[src/rtl/core/speck64_96_block_cipher_assert.svh]
// assertion macros for the speck64/96 cipher core
`ifndef SPECK64_96_BLOCK_CIPHER_ASSERT_SVH
`define SPECK64_96_BLOCK_CIPHER_ASSERT_SVH

`ifndef SYNTHESIS
`define SPK_ASSERT(lbl, clk, rst_n, prop, msg) \
    lbl: assert property (@(posedge clk) disable iff (!rst_n) prop) else $error(msg);
`define SPK_ASSERT_NEXT(lbl, clk, rst_n, ante, cons, msg) \
    lbl: assert property (@(posedge clk) disable iff (!rst_n) (ante) |=> (cons)) \
        else $error(msg);
`else
`define SPK_ASSERT(lbl, clk, rst_n, prop, msg)
`define SPK_ASSERT_NEXT(lbl, clk, rst_n, ante, cons, msg)
`endif

`endif

[src/rtl/core/speck_pkg.sv]
// shared constants, types and rotate helpers for the speck64/96 core
`timescale 1ns / 1ps

package speck_pkg;

    localparam int NUM_ROUNDS = 26;
    localparam int RND_W      = $clog2(NUM_ROUNDS);
    localparam int WORD_W     = 32;
    localparam int ALPHA      = 8;
    localparam int BETA       = 3;
    localparam int REG_CNT    = 3;
    localparam int ADDR_W     = 4;
    localparam int IDX_W      = 2;

    typedef logic [WORD_W-1:0] t_word;
    typedef logic [RND_W-1:0]  t_rnd;
    typedef logic [IDX_W-1:0]  t_reg_idx;

    localparam t_rnd LAST_RND = t_rnd'(NUM_ROUNDS - 1);

    localparam t_reg_idx REG_KEY0 = t_reg_idx'(0);
    localparam t_reg_idx REG_KEY1 = t_reg_idx'(1);
    localparam t_reg_idx REG_KEY2 = t_reg_idx'(2);

    // controller to datapath command bundle
    typedef struct packed {
        logic load;            // take a new input item into the round registers
        logic round;           // apply one round to the working words
        logic decrypt;         // round direction
        logic out_from_round;  // result register takes the round output
        logic out_from_reg;    // result register takes the working words
        logic rd_en;           // fetch a round key
        t_rnd rd_addr;
        logic key_init;        // start the key schedule
        logic key_step;        // one key schedule step
        t_rnd key_idx;         // schedule step number
    } t_dp_cmd;

    function automatic t_word rot_r(input t_word v, input int s);
        return (v >> s) | (v << (WORD_W - s));
    endfunction

    function automatic t_word rot_l(input t_word v, input int s);
        return (v << s) | (v >> (WORD_W - s));
    endfunction

endpackage

[src/rtl/core/speck_ctrl.sv]
// control state machine: key expansion, round sequencing and result handoff
`timescale 1ns / 1ps
`include "speck64_96_block_cipher_assert.svh"

module speck_ctrl (
    input  logic              i_clk,
    input  logic              i_rst_n,
    input  logic              i_cfg_wr,
    input  logic              i_in_valid,
    input  logic              i_in_mode,
    output logic              o_in_ready,
    output logic              o_out_valid,
    input  logic              i_out_ready,
    output speck_pkg::t_dp_cmd o_cmd
);
    import speck_pkg::*;

    localparam logic [2:0] S_IDLE  = 3'd0;
    localparam logic [2:0] S_RUN   = 3'd1;
    localparam logic [2:0] S_HOLD  = 3'd2;
    localparam logic [2:0] S_KINIT = 3'd3;
    localparam logic [2:0] S_KEXP  = 3'd4;

    logic [2:0] r_state, n_state;
    t_rnd       r_cnt, n_cnt;
    logic       r_mode, n_mode;
    logic       r_out_valid, n_out_valid;
    logic       out_free;

    assign out_free    = !r_out_valid || i_out_ready;
    // a key write in the same cycle wins over a new item
    assign o_in_ready  = (r_state == S_IDLE) && !i_cfg_wr;
    assign o_out_valid = r_out_valid;

    always_comb begin
        n_state     = r_state;
        n_cnt       = r_cnt;
        n_mode      = r_mode;
        n_out_valid = r_out_valid;
        o_cmd       = '0;
        if (r_out_valid && i_out_ready) begin
            n_out_valid = 1'b0;
        end
        unique case (r_state)
            S_IDLE: begin
                // first key fetch goes out with the accept
                o_cmd.rd_en   = 1'b1;
                o_cmd.rd_addr = i_in_mode ? LAST_RND : '0;
                if (i_in_valid) begin
                    o_cmd.load = 1'b1;
                    n_mode     = i_in_mode;
                    n_cnt      = '0;
                    n_state    = S_RUN;
                end
            end
            S_RUN: begin
                o_cmd.round   = 1'b1;
                o_cmd.decrypt = r_mode;
                if (r_cnt == LAST_RND) begin
                    if (out_free) begin
                        o_cmd.out_from_round = 1'b1;
                        n_out_valid          = 1'b1;
                        n_state              = S_IDLE;
                    end else begin
                        n_state = S_HOLD;
                    end
                end else begin
                    // prefetch the key for the next round
                    o_cmd.rd_en   = 1'b1;
                    o_cmd.rd_addr = r_mode ? (LAST_RND - r_cnt - t_rnd'(1))
                                           : (r_cnt + t_rnd'(1));
                    n_cnt         = r_cnt + t_rnd'(1);
                end
            end
            S_HOLD: begin
                if (out_free) begin
                    o_cmd.out_from_reg = 1'b1;
                    n_out_valid        = 1'b1;
                    n_state            = S_IDLE;
                end
            end
            S_KINIT: begin
                o_cmd.key_init = 1'b1;
                n_cnt          = '0;
                n_state        = S_KEXP;
            end
            S_KEXP: begin
                o_cmd.key_step = 1'b1;
                o_cmd.key_idx  = r_cnt;
                if (r_cnt == LAST_RND - t_rnd'(1)) begin
                    n_state = S_IDLE;
                end else begin
                    n_cnt = r_cnt + t_rnd'(1);
                end
            end
            default: begin
                n_state = S_IDLE;
            end
        endcase
        // any key write restarts the schedule
        if (i_cfg_wr) begin
            n_state = S_KINIT;
        end
    end

    always_ff @(posedge i_clk) begin
        if (!i_rst_n) begin
            r_state     <= S_IDLE;
            r_cnt       <= '0;
            r_mode      <= 1'b0;
            r_out_valid <= 1'b0;
        end else begin
            r_state     <= n_state;
            r_cnt       <= n_cnt;
            r_mode      <= n_mode;
            r_out_valid <= n_out_valid;
        end
    end

    `SPK_ASSERT(a_no_accept_in_kexp, i_clk, i_rst_n,
        (r_state == S_KINIT || r_state == S_KEXP) |-> !o_in_ready,
        "item accepted during key expansion")
    `SPK_ASSERT(a_cnt_bound, i_clk, i_rst_n,
        (r_state == S_RUN || r_state == S_KEXP) |-> (r_cnt <= LAST_RND),
        "round counter out of range")
    `SPK_ASSERT(a_rd_addr_bound, i_clk, i_rst_n,
        o_cmd.rd_en |-> (o_cmd.rd_addr <= LAST_RND),
        "round key read beyond store")
    `SPK_ASSERT_NEXT(a_cfg_restart, i_clk, i_rst_n,
        i_cfg_wr, r_state == S_KINIT,
        "key write did not restart schedule")
    `SPK_ASSERT_NEXT(a_result_out, i_clk, i_rst_n,
        r_state == S_RUN && r_cnt == LAST_RND && !r_out_valid, o_out_valid,
        "finished item not presented")

endmodule

[src/rtl/core/speck_dp.sv]
// datapath: round key store, key schedule unit, round unit and result register
`timescale 1ns / 1ps

module speck_dp (
    input  logic               i_clk,
    input  speck_pkg::t_dp_cmd i_cmd,
    input  speck_pkg::t_word   i_key0,
    input  speck_pkg::t_word   i_key1,
    input  speck_pkg::t_word   i_key2,
    input  speck_pkg::t_word   i_in_x,
    input  speck_pkg::t_word   i_in_y,
    output speck_pkg::t_word   o_out_x,
    output speck_pkg::t_word   o_out_y
);
    import speck_pkg::*;

    t_word r_rk_mem [NUM_ROUNDS];
    t_word r_rk_rd;

    t_word r_la, r_lb, r_ks_rk;
    t_word sched_nl, sched_rk;

    t_word r_x, r_y;
    t_word rnd_x, rnd_y;
    t_word enc_x, enc_y, dec_x, dec_y;
    t_word r_out_x, r_out_y;

    // key schedule step
    assign sched_nl = (r_ks_rk + rot_r(r_la, ALPHA)) ^ t_word'(i_cmd.key_idx);
    assign sched_rk = rot_l(r_ks_rk, BETA) ^ sched_nl;

    always_ff @(posedge i_clk) begin
        if (i_cmd.key_init) begin
            r_rk_mem[0] <= i_key0;
        end else if (i_cmd.key_step) begin
            r_rk_mem[i_cmd.key_idx + t_rnd'(1)] <= sched_rk;
        end
        if (i_cmd.rd_en) begin
            r_rk_rd <= r_rk_mem[i_cmd.rd_addr];
        end
    end

    always_ff @(posedge i_clk) begin
        if (i_cmd.key_init) begin
            r_la    <= i_key1;
            r_lb    <= i_key2;
            r_ks_rk <= i_key0;
        end else if (i_cmd.key_step) begin
            r_la    <= r_lb;
            r_lb    <= sched_nl;
            r_ks_rk <= sched_rk;
        end
    end

    // one round either way
    always_comb begin
        enc_x = (rot_r(r_x, ALPHA) + r_y) ^ r_rk_rd;
        enc_y = rot_l(r_y, BETA) ^ enc_x;
        dec_y = rot_r(r_y ^ r_x, BETA);
        dec_x = rot_l((r_x ^ r_rk_rd) - dec_y, ALPHA);
        rnd_x = i_cmd.decrypt ? dec_x : enc_x;
        rnd_y = i_cmd.decrypt ? dec_y : enc_y;
    end

    always_ff @(posedge i_clk) begin
        if (i_cmd.load) begin
            r_x <= i_in_x;
            r_y <= i_in_y;
        end else if (i_cmd.round) begin
            r_x <= rnd_x;
            r_y <= rnd_y;
        end
        if (i_cmd.out_from_round) begin
            r_out_x <= rnd_x;
            r_out_y <= rnd_y;
        end else if (i_cmd.out_from_reg) begin
            r_out_x <= r_x;
            r_out_y <= r_y;
        end
    end

    assign o_out_x = r_out_x;
    assign o_out_y = r_out_y;

endmodule

[src/rtl/core/speck64_96_block_cipher.sv]
// speck64/96 block cipher top level: key registers, stream ports and core
//
//  channel   dir  handshake                fields (low bit first)
//  s_axis    in   tvalid/tready            tuser: mode; tdata: word_x, word_y
//  m_axis    out  tvalid/tready            tdata: out_x, out_y
//  apb       in   psel/penable/pwrite      key_word_0 @0x0, _1 @0x4, _2 @0x8
//
//  an item runs one round per cycle, with one round key read from the key
//  store for each round; ready returns after the last round once the result
//  register is free. a key write starts the expansion, one round key per
//  cycle, during which no item is taken. the result register lets the next
//  item in while a result waits; a stalled result holds the core after its
//  last round. reset clears control and key words; the key store is undefined
//  until a key write, so encrypting before any key write is undefined.
`timescale 1ns / 1ps

module speck64_96_block_cipher (
    input  logic        i_clk,
    input  logic        i_rst_n,
    input  logic        s_axis_tvalid,
    output logic        s_axis_tready,
    input  logic [63:0] s_axis_tdata,   // [31:0] word_x, [63:32] word_y
    input  logic        s_axis_tuser,   // [0] mode
    output logic        m_axis_tvalid,
    input  logic        m_axis_tready,
    output logic [63:0] m_axis_tdata,   // [31:0] out_x, [63:32] out_y
    input  logic        psel,
    input  logic        penable,
    input  logic        pwrite,
    input  logic [speck_pkg::ADDR_W-1:0] paddr,
    input  logic [31:0] pwdata,
    output logic [31:0] prdata,
    output logic        pready
);
    import speck_pkg::*;

    t_word    r_key0, r_key1, r_key2;
    t_reg_idx reg_idx;
    logic     wr_en;
    logic     cfg_wr;
    t_dp_cmd  cmd;
    t_word    out_x, out_y;

    assign pready  = 1'b1;
    assign reg_idx = paddr[ADDR_W-1:2];
    assign wr_en   = psel && penable && pwrite && pready;

    always_comb begin
        cfg_wr = 1'b0;
        prdata = '0;
        unique case (reg_idx)
            REG_KEY0: begin
                cfg_wr = wr_en;
                prdata = r_key0;
            end
            REG_KEY1: begin
                cfg_wr = wr_en;
                prdata = r_key1;
            end
            REG_KEY2: begin
                cfg_wr = wr_en;
                prdata = r_key2;
            end
            default: begin
                cfg_wr = 1'b0;
            end
        endcase
    end

    always_ff @(posedge i_clk) begin
        if (!i_rst_n) begin
            r_key0 <= '0;
            r_key1 <= '0;
            r_key2 <= '0;
        end else if (wr_en) begin
            unique case (reg_idx)
                REG_KEY0: begin
                    r_key0 <= pwdata;
                end
                REG_KEY1: begin
                    r_key1 <= pwdata;
                end
                REG_KEY2: begin
                    r_key2 <= pwdata;
                end
                default: begin
                    r_key0 <= r_key0;
                end
            endcase
        end
    end

    speck_ctrl u_ctrl (
        .i_clk       (i_clk),
        .i_rst_n     (i_rst_n),
        .i_cfg_wr    (cfg_wr),
        .i_in_valid  (s_axis_tvalid),
        .i_in_mode   (s_axis_tuser),
        .o_in_ready  (s_axis_tready),
        .o_out_valid (m_axis_tvalid),
        .i_out_ready (m_axis_tready),
        .o_cmd       (cmd)
    );

    speck_dp u_dp (
        .i_clk   (i_clk),
        .i_cmd   (cmd),
        .i_key0  (r_key0),
        .i_key1  (r_key1),
        .i_key2  (r_key2),
        .i_in_x  (s_axis_tdata[31:0]),
        .i_in_y  (s_axis_tdata[63:32]),
        .o_out_x (out_x),
        .o_out_y (out_y)
    );

    assign m_axis_tdata = {out_y, out_x};

endmodule

[config.mk]
export PLATFORM = sky130hd
export DESIGN_NAME = speck64_96_block_cipher
export DESIGN_NICKNAME = d
export VERILOG_FILES = /design/src/rtl/core/speck_pkg.sv /design/src/rtl/core/speck_ctrl.sv /design/src/rtl/core/speck_dp.sv /design/src/rtl/core/speck64_96_block_cipher.sv
export VERILOG_INCLUDE_DIRS = /design/src /design/src/rtl/core
export SDC_FILE = /design/constraint.sdc
export NUM_CORES = 2
export LEC_CHECK = 0
export BUFFER_PORTS_ARGS = -buffer_cell sky130_fd_sc_hd__buf_2
export CAP_MARGIN = 25
export CELL_PAD_IN_SITES_DETAIL_PLACEMENT = 1
export CELL_PAD_IN_SITES_GLOBAL_PLACEMENT = 1
export CORE_MARGIN = 2
export CORE_UTILIZATION = 49
export CTS_BUF_LIST = sky130_fd_sc_hd__clkbuf_4
export CTS_CLUSTER_DIAMETER = 120
export DETAILED_ROUTE_END_ITERATION = 10
export GPL_TIMING_DRIVEN = 0
export PLACE_DENSITY_LB_ADDON = 0.15
export SLEW_MARGIN = 20
export SYNTH_ARGS = -nofsm -noshare
export SYNTH_HDL_FRONTEND = slang
export SYNTH_SLANG_ARGS = --single-unit
[constraint.sdc]
create_clock -name i_clk -period 5.1 [get_ports i_clk]
set_input_delay 1.02 -clock i_clk [delete_from_list [all_inputs] [get_ports i_clk]]
set_output_delay 1.02 -clock i_clk [all_outputs]
set_load 0.02 [all_outputs]
==> results by group <==
Place
  • Dpl ws: 0.813 ns
  • GP Congestion: 0.927
  • Post-DP HPWL: 135000 um
  • Placed instance area: 58800 um^2
  • IO buf count: 202

Power
  • Total power: 33.3 mW
  • Part of the power in combinational logic: 0.377
  • Power per Cell Area: 529 nW/um^2
  • Internal power: 20.7 mW
  • LEAKAGE: 22.7 nW
  • Clock power share: 0.259
  • Sw Ratio: 0.378
  • P_sw: 12.6 mW
  • Max VDD drop: 0.000293 V
  • Part of the power in registers: 0.364

Yosys
  • Ys flop type: edfxtp_1
  • Syn Nets: 4178
  • Sequential area share after synthesis: 0.643
  • YS warnings: 0
  • Yosys reg bits: 1194
  • Netlist cell types: 93
  • Post-synth EDFFs: 1088
  • Cells after Synth: 3970
  • Synthesized area per cell: 13.6 um^2
  • Synth Cell Area: 54100 um^2
  • Fraction of registers with async set/reset: 0

Die
  • Num ports: 207
  • Core area: 109000 um^2
  • Die height: 336 um
  • Full die area: 113000 um^2
  • Row cnt: 121
  • Die width: 336 um
  • Effective utilization at floorplan: 0.496

Min path
  • Hold path endpoint: u_dp.r_x[29]$_DFFE_PP_
  • Hold path cells: 3
  • Worst hold start: s_axis_tdata[29]
  • Min-delay worst type: input pin to register

Drt
  • WL/cell: 29.2 um
  • Routed WL: 183000 um
  • Detailed Route Iter0 Violations: 4111
  • DRC viols: 0
  • Vias/cell: 6.06
  • DR vias: 38100
  • Antenna Nets Post-Route: 0
  • Pre-antenna DRT Iters: 7

Timing
  • Hold Fails Final Rpt: 0
  • Fmax: 218 MHz
  • Fin crit period: 4.59 ns
  • Final setup fails: 0
  • Layout Skew: 0.109 ns
  • Slew Limit Fails: 0
  • RSZ-0062 raised after global routing: false
  • Tightest Pin Transition: 1.17 ns
  • Max_slew headroom: 0.223
  • Final worst slack: 0.512 ns
  • Final Cycle Share: 0.900

Clocking
  • Reg clk slew, reported paths: 0.06 ns
  • Clk buf depth: 4
  • Num CTS Buffers: 328
  • CTS tree: yes
  • Clock sinks: 1194
  • CTS Root Cell: clkbuf_4
  • Setup Buffers After CTS: 0
  • Max H-tree Level: 5
  • Post-CTS Resized: 0
  • Clock Latency Late Sink: 1.22 ns

GRT
  • Gr usage total: 0.326
  • Grt total ovfl: 0
  • Initial antenna violation count: 12
  • First-pass GRT wire length: 266000 um
  • Largest net degree at the start of global routing: 38
  • Vias in the first global route: 39900

Cells and area
  • Layout area overhead: 16.2%
  • Cell area after layout: 62900 um^2
  • Fraction of layout cells with a size suffix above 1: 0.233
  • Fillers: 11000
  • Nets@finish: 4786

Worst setup path
  • Arrival time of the worst setup path: 3.57 ns
  • Crit start category: register
  • R2R depth: 12
  • Crit path kind: register to output pin
  • R2R setup slack: 0.65 ns
  • RR Endpoint: u_dp.r_rk_rd[9]$_DFFE_PP_
  • Setup crit end kind: output pin
  • R2r startpoint: u_ctrl.r_cnt[0]$_SDFFE_PN0P_
  • Worst setup path startpoint: u_ctrl.r_state[1]$_SDFFE_PN0P_
  • Crit path required time: 4.08 ns
  • Crit-path max FO: 10

Run status
  • Status: complete, no violations

Run
  • Max-cap viol count: 0
[cell families (layout without fill, tap and decap cells)]
| group | Yosys count | count (layout) | share of synthesized area |
|---|---|---|---|
| buf+inv | 243 | 1071 | 0.0185 |
| xor+xnor | 259 | 259 | 0.0435 |
| simple gates | 1121 | 1121 | 0.0874 |
| flops | 1194 | 1194 | 0.643 |
| other cells | 1 | 8 | 0.0000693 |
| compound gates | 809 | 809 | 0.0947 |
| mux | 243 | 243 | 0.0895 |
| fa+ha+maj | 100 | 100 | 0.0235 |
[power groups by stage]
stage | Clock, mW | Combinational, mW | Sequential, mW
floorplan | 0 | 8.82 | 11.9
finish | 8.63 | 12.5 | 12.1
detailed placement | 0 | 12.2 | 12.3
global route | 9.27 | 13.5 | 12.1
CTS | 8.75 | 12.3 | 12.1
global placement | 0 | 12.0 | 12.3
[sequential cells by signal, indices dropped and copies added, names as in the netlist]
register and cells:
u_ctrl.o_out_valid 1, u_ctrl.r_mode 1, u_dp.o_out_x 32, r_key2 32, u_dp.r_la 32, u_dp.r_x 32
r_key1 32, u_dp.r_rk_mem 832, u_dp.r_y 32, u_dp.r_rk_rd 32, u_dp.r_ks_rk 32, u_ctrl.r_state 3
u_dp.r_lb 32, u_ctrl.r_cnt 5, r_key0 32, u_dp.o_out_y 32
[metal layers]
| layer | vias up | track usage | wire, um |
|---|---|---|---|
| li1 | 16400 | - | - |
| met3 | 354 | 0.0653 | 15500 |
| met1 | 19500 | 0.434 | 73100 |
| met4 | 14 | 0.127 | 6200 |
| met2 | 1870 | 0.530 | 88400 |
| met5 | - | 0 | 100 |
[cell type report]
class,count,area (um^2),area share
Sequential cell,1194,34800,0.553
Multi-Input combinational cell,2533,18800,0.299
Clock buffer,466,3500,0.0556
Timing Repair Buffer,278,2430,0.0386
Tap cell,1476,1850,0.0294
Buffer,214,897,0.0143
Clock inverter,84,519,0.00825
Inverter,29,109,0.00173
Antenna cell,7,17.5,0.000278
[cell usage in the layout (no fill, tap or decap), drive strengths merged, types with 45 or more instances in the layout]
cell and count:
a21boi 102, a21oi 252, a22oi 64, buf 326
clkbuf 630, clkinv 74, dfxtp 106, edfxtp 1088
ha 97, mux4 192, nand2 684, nand4 45
nor2 226, o21ai 192, xnor2 151, xor2 103
[how the worst max path moves through the flow]
stage	to	slack (ns)	cells past startpoint
2_1_floorplan	u_dp.r_rk_mem[25][0]$_DFFE_PP_	0.32	10
3_3_place_gp	u_dp.r_rk_mem[25][28]$_DFFE_PP_	-2.22	10
3_5_place_dp	u_dp.r_rk_rd[9]$_DFFE_PP_	0.81	12
4_1_cts	s_axis_tready	0.56	5
5_1_grt	u_dp.r_rk_mem[5][9]$_DFFE_PP_	0.46	12
6_report	s_axis_tready	0.51	5
[repair_timing]
| item | 4_1_cts | 5_1_grt |
|---|---|---|
| setup endpoints to repair | 0 | 0 |
| hold buffers | 2 | 0 |
| hold endpoints to repair | 2 | 0 |
[cells in the mapped netlist, drive strengths merged (16+ instances only)]
library cell / number / share of area
edfxtp: 1088 / 0.60
nand2: 684 / 0.047
a21oi: 252 / 0.024
nor2: 226 / 0.016
mux4: 192 / 0.080
o21ai: 192 / 0.018
clkbuf: 163 / 0.011
xnor2: 151 / 0.025
dfxtp: 106 / 0.039
xor2: 103 / 0.017
a21boi: 102 / 0.014
ha: 97 / 0.022
a22oi: 64 / 0.0089
buf: 51 / 0.0052
nand4: 45 / 0.0052
mux2i: 44 / 0.0081
a21o: 42 / 0.0058
nand3: 37 / 0.0034
a31oi: 29 / 0.0041
inv: 29 / 0.0020
nor3: 27 / 0.0027
nand2b: 20 / 0.0023
o31ai: 18 / 0.0026
o21a: 16 / 0.0022
[worst max-delay path, cell delays in order (launching register included)]
cell and delay [ns]:
dfxtp_1 0.30, clkbuf_1 0.21, or2_2 0.35, clkbuf_1 0.35, nor3_1 0.89, buf_2 0.31
[per-stage QoR]
stage | util | instances | hold WS [ns] | setup TNS (ns)
floorplan | - | 3970 | 0.456 | 0
global placement | 0.522 | 5648 | 0.469 | -1075.49
detailed placement | 0.539 | 5721 | 0.476 | 0
CTS | 0.576 | 6273 | 0.0104 | 0
global route | 0.576 | 6276 | 0.0722 | 0
finish | 0.576 | 6281 | 0.123 | 0
(Power assumes the default switching activity.)
